===== config.mk =====
export PLATFORM = sky130hd
export DESIGN_NAME = rod_cutting_optimizer_core
export DESIGN_NICKNAME = d
export VERILOG_FILES = /design/src/rtl/rco_pkg.sv /design/src/rtl/rco_ctrl.sv /design/src/rtl/rco_datapath.sv /design/src/rtl/rod_cutting_optimizer_core.sv
export SDC_FILE = /design/constraint.sdc
export NUM_CORES = 2
export LEC_CHECK = 0
export BUFFER_PORTS_ARGS = -buffer_cell sky130_fd_sc_hd__buf_2
export CELL_PAD_IN_SITES_DETAIL_PLACEMENT = 1
export CELL_PAD_IN_SITES_GLOBAL_PLACEMENT = 1
export CORE_UTILIZATION = 45
export CTS_CLUSTER_DIAMETER = 30
export DETAILED_ROUTE_END_ITERATION = 7
export PLACE_DENSITY_LB_ADDON = 0.1
export SYNTH_ARGS = -nofsm -noshare
export SYNTH_HDL_FRONTEND = slang
export SYNTH_SLANG_ARGS = --single-unit

===== constraint.sdc =====
create_clock -name clk -period 6.3 [get_ports clk]
set_clock_uncertainty 0.15 [all_clocks]
set_input_delay 0.63 -clock clk [delete_from_list [all_inputs] [get_ports clk]]
set_output_delay 0.63 -clock clk [all_outputs]
set_load 0.01 [all_outputs]

===== src/rtl/rco_pkg.sv =====
// ----------------------------------------------------------------------------
// rco_pkg : shared types and constants for the rod-cutting optimiser
// Field widths of the stream beats and the command and status bundles
// that pass between the controller and the datapath.
// ----------------------------------------------------------------------------
package rco_pkg;

  // input beat fields
  localparam int unsigned PRICE_W   = 16;
  localparam int unsigned IN_DATA_W = 16;

  // output beat fields
  localparam int unsigned PIECE_LEN_W = 7;
  localparam int unsigned PIECE_PRC_W = 16;
  localparam int unsigned TOTAL_W     = 22;
  localparam int unsigned OUT_DATA_W  = 48;

  // controller to datapath commands
  typedef struct packed {
    logic load;      // take one price beat
    logic init_rd;   // read the uncut price for the current length
    logic cut_rd;    // read one cut candidate and step the cut
    logic wr_best;   // store best value and first cut of the current length
    logic emit_rd;   // resolve the next piece and read its price
    logic out_load;  // move a piece into the output register
  } rco_cmd_t;

  // datapath to controller status
  typedef struct packed {
    logic cut_end;   // every cut of the current length issued
    logic len_last;  // current length is the rod length
    logic rem_zero;  // nothing left of the rod to emit
    logic out_free;  // output register can take a beat
  } rco_status_t;

endpackage


===== src/rtl/rco_ctrl.sv =====
// ----------------------------------------------------------------------------
// rco_ctrl : sequencing controller for the rod-cutting optimiser
// Loads the price list, steps the bottom-up recurrence over lengths and
// cuts, then walks the first-cut table to emit the pieces.
// ----------------------------------------------------------------------------
module rco_ctrl (
  input  logic                 clk,
  input  logic                 rst_n,
  input  logic                 in_tvalid,
  output logic                 in_tready,
  input  logic                 in_tlast,
  input  rco_pkg::rco_status_t status,
  output rco_pkg::rco_cmd_t    cmd
);

  typedef enum logic [2:0] {
    S_LOAD,
    S_INIT,
    S_CUT,
    S_WR,
    S_ERF,
    S_ERP,
    S_EOUT
  } state_t;

  state_t state_r, state_nxt;

  // next state and commands
  always_comb begin
    state_nxt = state_r;
    cmd       = '0;
    in_tready = 1'b0;
    case (state_r)
      S_LOAD: begin
        in_tready = 1'b1;
        if (in_tvalid) begin
          cmd.load = 1'b1;
          if (in_tlast) state_nxt = S_INIT;
        end
      end
      S_INIT: begin
        cmd.init_rd = 1'b1;
        state_nxt   = S_CUT;
      end
      S_CUT: begin
        if (status.cut_end) state_nxt = S_WR;
        else cmd.cut_rd = 1'b1;
      end
      S_WR: begin
        cmd.wr_best = 1'b1;
        state_nxt   = status.len_last ? S_ERF : S_INIT;
      end
      S_ERF: begin
        // first-cut entry for the remaining length is read this cycle
        state_nxt = S_ERP;
      end
      S_ERP: begin
        cmd.emit_rd = 1'b1;
        state_nxt   = S_EOUT;
      end
      S_EOUT: begin
        if (status.out_free) begin
          cmd.out_load = 1'b1;
          state_nxt    = status.rem_zero ? S_LOAD : S_ERF;
        end
      end
      default: state_nxt = S_LOAD;
    endcase
  end

  // state register
  always_ff @(posedge clk) begin
    if (!rst_n) begin
      state_r <= S_LOAD;
    end else begin
      state_r <= state_nxt;
    end
  end

endmodule


===== src/rtl/rco_datapath.sv =====
// ----------------------------------------------------------------------------
// rco_datapath : stores, counters and compare unit of the rod-cutting optimiser
// Price, best-value and first-cut memories with registered reads, one
// add and compare per cycle, and the output beat register.
// ----------------------------------------------------------------------------
module rco_datapath #(
  parameter int unsigned MAX_LENGTH = 64,
  parameter int unsigned PRICE_BITS = 16
) (
  input  logic                                clk,
  input  logic                                rst_n,
  input  rco_pkg::rco_cmd_t                   cmd,
  input  logic [rco_pkg::PRICE_W-1:0]         in_price,
  input  logic                                in_last,
  output rco_pkg::rco_status_t                status,
  output logic                                out_valid,
  input  logic                                out_ready,
  output logic [rco_pkg::PIECE_LEN_W-1:0]     out_piece_length,
  output logic [rco_pkg::PIECE_PRC_W-1:0]     out_piece_price,
  output logic [rco_pkg::TOTAL_W-1:0]         out_total_value,
  output logic                                out_final_piece
);

  localparam int unsigned PW = (PRICE_BITS < rco_pkg::PRICE_W) ? PRICE_BITS
                                                               : rco_pkg::PRICE_W;
  localparam int unsigned LW = $clog2(MAX_LENGTH + 1);
  localparam int unsigned AW = (MAX_LENGTH > 1) ? $clog2(MAX_LENGTH) : 1;
  localparam int unsigned VW = PW + $clog2(MAX_LENGTH);

  // stores
  logic [PW-1:0] price_mem [0:MAX_LENGTH-1];
  logic [VW-1:0] best_mem  [0:MAX_LENGTH-1];
  logic [LW-1:0] first_mem [0:MAX_LENGTH-1];

  logic [PW-1:0] p_q;
  logic [VW-1:0] b_q;
  logic [LW-1:0] f_q;

  // counters and working registers
  logic [LW-1:0] cnt_r, n_r, len_r, cut_r, rem_r, piece_r, first_r;
  logic [VW-1:0] best_r, total_r;
  logic          q_init_r, q_cut_r;
  logic [LW-1:0] q_cutv_r;

  // output register
  logic                         out_valid_r;
  logic [LW-1:0]                out_len_r;
  logic [PW-1:0]                out_price_r;
  logic [VW-1:0]                out_total_r;
  logic                         out_final_r;

  logic          cnt_room;
  logic [LW-1:0] cnt_inc;
  logic [LW-1:0] len_m1, cut_m1, len_cut_m1, rem_m1, piece, piece_m1, piece_r_m1;
  logic [AW-1:0] p_raddr;
  logic [VW-1:0] cand;

  assign cnt_room   = (cnt_r < LW'(MAX_LENGTH));
  assign cnt_inc    = cnt_room ? (cnt_r + 1'b1) : cnt_r;
  assign len_m1     = len_r - 1'b1;
  assign cut_m1     = cut_r - 1'b1;
  assign len_cut_m1 = len_r - cut_r - 1'b1;
  assign rem_m1     = rem_r - 1'b1;
  assign piece_r_m1 = piece_r - 1'b1;
  assign cand       = VW'(p_q) + b_q;

  // piece from the first-cut table, falling back to the whole remainder
  always_comb begin
    piece = f_q;
    if (f_q == '0 || f_q > rem_r) piece = rem_r;
  end
  assign piece_m1 = piece - 1'b1;

  // price read address, held on the current piece while its beat waits
  always_comb begin
    if (cmd.init_rd)      p_raddr = len_m1[AW-1:0];
    else if (cmd.emit_rd) p_raddr = piece_m1[AW-1:0];
    else if (cmd.cut_rd)  p_raddr = cut_m1[AW-1:0];
    else                  p_raddr = piece_r_m1[AW-1:0];
  end

  // memory writes and registered reads
  always_ff @(posedge clk) begin
    if (cmd.load && cnt_room) price_mem[cnt_r[AW-1:0]] <= in_price[PW-1:0];
    if (cmd.wr_best) begin
      best_mem[len_m1[AW-1:0]]  <= best_r;
      first_mem[len_m1[AW-1:0]] <= first_r;
    end
    p_q <= price_mem[p_raddr];
    b_q <= best_mem[len_cut_m1[AW-1:0]];
    f_q <= first_mem[rem_m1[AW-1:0]];
  end

  // list loading, length and cut stepping, emission walk
  always_ff @(posedge clk) begin
    if (!rst_n) begin
      cnt_r    <= '0;
      q_init_r <= 1'b0;
      q_cut_r  <= 1'b0;
    end else begin
      q_init_r <= cmd.init_rd;
      q_cut_r  <= cmd.cut_rd;
      q_cutv_r <= cut_r;
      if (cmd.load) begin
        if (in_last) begin
          cnt_r <= '0;
          n_r   <= cnt_inc;
          len_r <= LW'(1);
        end else begin
          cnt_r <= cnt_inc;
        end
      end
      if (cmd.init_rd) cut_r <= LW'(1);
      if (cmd.cut_rd)  cut_r <= cut_r + 1'b1;
      if (cmd.wr_best) begin
        total_r <= best_r;
        len_r   <= len_r + 1'b1;
        rem_r   <= n_r;
      end
      if (cmd.emit_rd) begin
        piece_r <= piece;
        rem_r   <= rem_r - piece;
      end
    end
  end

  // compare unit: uncut price first, then strictly better cuts only
  always_ff @(posedge clk) begin
    if (q_init_r) begin
      best_r  <= VW'(p_q);
      first_r <= len_r;
    end else if (q_cut_r && cand > best_r) begin
      best_r  <= cand;
      first_r <= q_cutv_r;
    end
  end

  // output beat register
  always_ff @(posedge clk) begin
    if (!rst_n) begin
      out_valid_r <= 1'b0;
    end else begin
      if (cmd.out_load) begin
        out_valid_r <= 1'b1;
        out_len_r   <= piece_r;
        out_price_r <= p_q;
        out_total_r <= total_r;
        out_final_r <= (rem_r == '0);
      end else if (out_ready) begin
        out_valid_r <= 1'b0;
      end
    end
  end

  assign out_valid        = out_valid_r;
  assign out_piece_length = rco_pkg::PIECE_LEN_W'(out_len_r);
  assign out_piece_price  = rco_pkg::PIECE_PRC_W'(out_price_r);
  assign out_total_value  = rco_pkg::TOTAL_W'(out_total_r);
  assign out_final_piece  = out_final_r;

  // status
  assign status.cut_end  = (cut_r == len_r);
  assign status.len_last = (len_r == n_r);
  assign status.rem_zero = (rem_r == '0);
  assign status.out_free = !out_valid_r || out_ready;

endmodule


===== src/rtl/rod_cutting_optimizer_core.sv =====
// Prices load at one beat per cycle; after the beat marked last the solve steps
// every length (uncut price read, one add and compare per cut, cut check, store).
// Emission: each piece is a first-cut lookup, then a price lookup, then a wait for a free output register.
// A new list is taken only after the last piece of the previous list is in the output register.
// Reset (synchronous, rst_n low) clears the load count, sequencer and output valid;
// the stores are not cleared and are always written before their read data is used.
// ----------------------------------------------------------------------------
// rod_cutting_optimizer_core : rod-cutting optimiser top level
// Takes a price list as a stream, solves the bottom-up recurrence and
// streams out the optimal pieces in cut order.
// ----------------------------------------------------------------------------
module rod_cutting_optimizer_core #(
  parameter int unsigned MAX_LENGTH = 64,
  parameter int unsigned PRICE_BITS = 16
) (
  input  logic                            clk,
  input  logic                            rst_n,
  input  logic                            in_tvalid,
  output logic                            in_tready,
  input  logic [rco_pkg::IN_DATA_W-1:0]   in_tdata,   // [15:0] price
  input  logic                            in_tlast,
  output logic                            out_tvalid,
  input  logic                            out_tready,
  output logic [rco_pkg::OUT_DATA_W-1:0]  out_tdata,  // [6:0] piece_length,
                                                      // [22:7] piece_price,
                                                      // [44:23] total_value
  output logic                            out_tlast
);

  rco_pkg::rco_cmd_t    cmd;
  rco_pkg::rco_status_t status;

  logic [rco_pkg::PIECE_LEN_W-1:0] piece_length;
  logic [rco_pkg::PIECE_PRC_W-1:0] piece_price;
  logic [rco_pkg::TOTAL_W-1:0]     total_value;

  // sequencer
  rco_ctrl u_ctrl (
    .clk       (clk),
    .rst_n     (rst_n),
    .in_tvalid (in_tvalid),
    .in_tready (in_tready),
    .in_tlast  (in_tlast),
    .status    (status),
    .cmd       (cmd)
  );

  // stores and compare unit
  rco_datapath #(
    .MAX_LENGTH (MAX_LENGTH),
    .PRICE_BITS (PRICE_BITS)
  ) u_dp (
    .clk              (clk),
    .rst_n            (rst_n),
    .cmd              (cmd),
    .in_price         (in_tdata[rco_pkg::PRICE_W-1:0]),
    .in_last          (in_tlast),
    .status           (status),
    .out_valid        (out_tvalid),
    .out_ready        (out_tready),
    .out_piece_length (piece_length),
    .out_piece_price  (piece_price),
    .out_total_value  (total_value),
    .out_final_piece  (out_tlast)
  );

  // pack the output beat, zero padded to whole bytes
  assign out_tdata = {3'b000, total_value, piece_price, piece_length};

endmodule


==> impl_metrics.env <==
export IMPL_layout_nets=7410
export IMPL_synth_mux_area_frac=0.126
export IMPL_min_period_ps=5700
export IMPL_use_met2=0.441
export IMPL_setup_violations=0
export IMPL_worstMarginPinSlew_ps=1280
export IMPL_start_util=0.453
export IMPL_avgSynthCellArea_um2=18.2
export IMPL_synth_xor_area_frac=0.00447
export IMPL_power_w=0.0798
export IMPL_firstDrtPassIters=5
export IMPL_synth_edf_count=3013
export IMPL_antenna_found_initial=11
export IMPL_synth_area_leaders="edfxtp_1 (75%), mux4_2 (11%), nand2_1 (3.0%), nand3_1 (1.7%), mux2i_1 (1.1%)"
export IMPL_p_comb_frac=0.271
export IMPL_synthFlopType="edfxtp_1"
export IMPL_cts_sinks=3077
export IMPL_use_met1=0.354
export IMPL_power_frac_seq=0.307
export IMPL_synth_top_area_share=0.745
export IMPL_fin_crit_sh=0.904
export IMPL_p_leak_nw=51.7
export IMPL_critPathCaptureType="flip-flop"
export IMPL_relSlewSlack=0.144
export IMPL_maxCapViolCount=0
export IMPL_place_hpwl_um=205000
export IMPL_crit_path_max_incr_delay_ps=590
export IMPL_cts_resized=0
export IMPL_grt_overflow_total=0
export IMPL_cts_hold_buf=6
export IMPL_route_antenna_remaining_nets=0
export IMPL_critPathBufInv=4
export IMPL_hold_path_class="input port to flip-flop"
export IMPL_place_gp_congestion=0.834
export IMPL_fmax_ghz=0.176
export IMPL_required_ps=7060
export IMPL_critical_path_class="flip-flop to flip-flop"
export IMPL_ys_ff_latch=3077
export IMPL_numCtsBuffers=626
export IMPL_die_area_um2=272000
export IMPL_start_kind="flip-flop"
export IMPL_clockBufferDepth=4
export IMPL_die_width_um=521
export IMPL_slew_viol_final=0
export IMPL_track_usage=0.264
export IMPL_clk_latency_ps=1010
export IMPL_critical_path_arrival_ps=6450
export IMPL_clockPowerShare=0.422
export IMPL_wirelength_um=358000
export IMPL_yosysMostFrequentCell="edfxtp_1"
export IMPL_synthCells=6687
export IMPL_yosys_warnings=0
export IMPL_yosysTopAreaCell="edfxtp_1"
export IMPL_std_cell_rows=190
export IMPL_crit_chain="inv_1 > ha_1 > nand3_1 > or4_4 > nand2_2 > nand2_1 > a32oi_2 > inv_2 > ha_1 > mux2i_4 > buf_12 > buf_4 > nand2_1 > nand3_1 > o22ai_1 > nor2_1 > a311oi_1 > nor3_1 > or4_1"
export IMPL_synth_cell_types=70
export IMPL_p_sw_w=0.0257
export IMPL_fin_hold_ws_ps=245
export IMPL_rsz0062_at_grt="no"
export IMPL_instances_no_fill=11400
export IMPL_synth_fa_ha_area_frac=0.00689
export IMPL_design_portCount=72
export IMPL_path_max_fanout=45
export IMPL_ir_worst_vdd_uv=435
export IMPL_root_buffer="clkbuf_16"
export IMPL_path_delay_family="simple AND/OR/NAND/NOR gates"
export IMPL_htreeDepth=6
export IMPL_vias_per_cell=5.87
export IMPL_syn_to_final_growth_pct=23.7
export IMPL_grt_pass1_wl_um=516000
export IMPL_drt_iter0_markers=5901
export IMPL_io_buffers=68
export IMPL_route_detailed_drc=0
export IMPL_hold_viol_final=0
export IMPL_core_area_um2=268000
export IMPL_cts_setup_buffers=0
export IMPL_busiest_layer="met2"
export IMPL_dp_cells=10200
export IMPL_power_density_nw_per_um2=531
export IMPL_ys_seq_area_frac=0.756
export IMPL_yosys_top_cells_count="edfxtp_1 (3013), nand2_1 (965), mux4_2 (608)"
export IMPL_drive_gt1_frac=0.273
export IMPL_num_vias=67000
export IMPL_grt_pass1_vias=71200
export IMPL_switching_share=0.322
export IMPL_p_int_w=0.0541
export IMPL_async_flop_share=0
export IMPL_clkTransAtPathRegs_ps=50
export IMPL_synth_top_family_by_area="multiplexers"
export IMPL_status="finished, final reports clean"
export IMPL_cts_tree="built"
export IMPL_netlist_area_um2=121000
export IMPL_critical_path_slowest_cell="nor3_1"
export IMPL_grtUsageMet3=0.0397
export IMPL_grt_max_degree=104
export IMPL_tns_ps=0
export IMPL_synth_compound_area_frac=0.0285
export IMPL_die_y_um=521
export IMPL_routedWlPerCell_um=31.4
export IMPL_synthSimpleGateAreaFrac=0.0632
==> power by group through the flow <==
stage / clock network, W / registers [W] / logic, W
floorplan: 0 / 0.0251 / 0.0126
global placement: 0 / 0.0248 / 0.0213
detailed placement: 0 / 0.0248 / 0.0216
CTS: 0.0341 / 0.0245 / 0.0218
global route: 0.0350 / 0.0245 / 0.0231
finish: 0.0337 / 0.0245 / 0.0216
==> cells by family (layout without fill, tap and decap cells) <==
kind of cell / Yosys count / in the layout
flops: 3077 / 3077
other cells: 1 / 10
compound gates: 461 / 461
xor+xnor: 62 / 62
mux: 763 / 763
buf+inv: 468 / 1624
simple gates: 1790 / 1790
fa+ha+maj: 65 / 65
==> final timing paths <==
kind	from	end	slack (ps)	cells past startpoint
worst max-delay path	u_dp.cut_r[4]	u_dp.p_q[1]	600	19
worst max register to register	u_dp.cut_r[4]	u_dp.p_q[1]	600	19
worst min register to register	u_dp.total_r[19]	u_dp.out_total_value[19]	250	0
worst min-delay path	in_tdata[0]	u_dp.price_mem[50][0]	240	2
==> worst register-to-register path: cells and delay by family, from the launching register on <==
kind,cells,cell delay [ps]
fa+ha+maj,2,770
flops,1,380
compound gates,3,650
mux,1,580
simple gates,9,2100
buf+inv,4,960
==> cell type report <==
type	instances	area (um^2)
clock buffer	730	16400
timing repair buffer	411	3430
sequential	3077	91800
multi-input combinational	3144	28500
fill	23600	118000
tap	3552	4440
inverter	64	240
antenna	7	17.5
clock inverter	419	5440
==> sequential cells by signal (all words and copies together), names as in the netlist, 16 cells and up <==
register and flops:
u_dp.p_q 16, u_dp.total_r 22, u_dp.best_r 22, u_dp.b_q 22
u_dp.price_mem 1024, u_dp.first_mem 448, u_dp.best_mem 1408, u_dp.out_total_value 22
u_dp.out_piece_price 16
==> layout by cell type (no fill, tap or decap), types with 98 or more instances in the layout <==
cell type,instances
mux2i_1,131
nand2_1,962
mux4_2,608
o22ai_1,128
clkbuf_16,633
buf_4,297
clkinv_2,98
edfxtp_1,3013
nor2_1,184
nand3_1,406
==> stage by stage <==
stage | instance area [um^2] | setup slack [ps] | util
2_1_floorplan | 121000 | 1430 | -
3_5_place_dp | 128000 | 663 | 0.478
3_3_place_gp | 128000 | 753 | 0.478
4_1_cts | 150000 | 614 | 0.560
5_1_grt | 150000 | 328 | 0.560
6_report | 150000 | 604 | 0.560
==> metal layers <==
| layer | wire [um] | vias up |
|---|---|---|
| met5 | 14 | - |
| met4 | 12200 | 2 |
| li1 | - | 28200 |
| met3 | 18900 | 560 |
| met1 | 149000 | 36100 |
| met2 | 179000 | 2181 |
No activity file was read; power rests on OpenSTA's default activity.
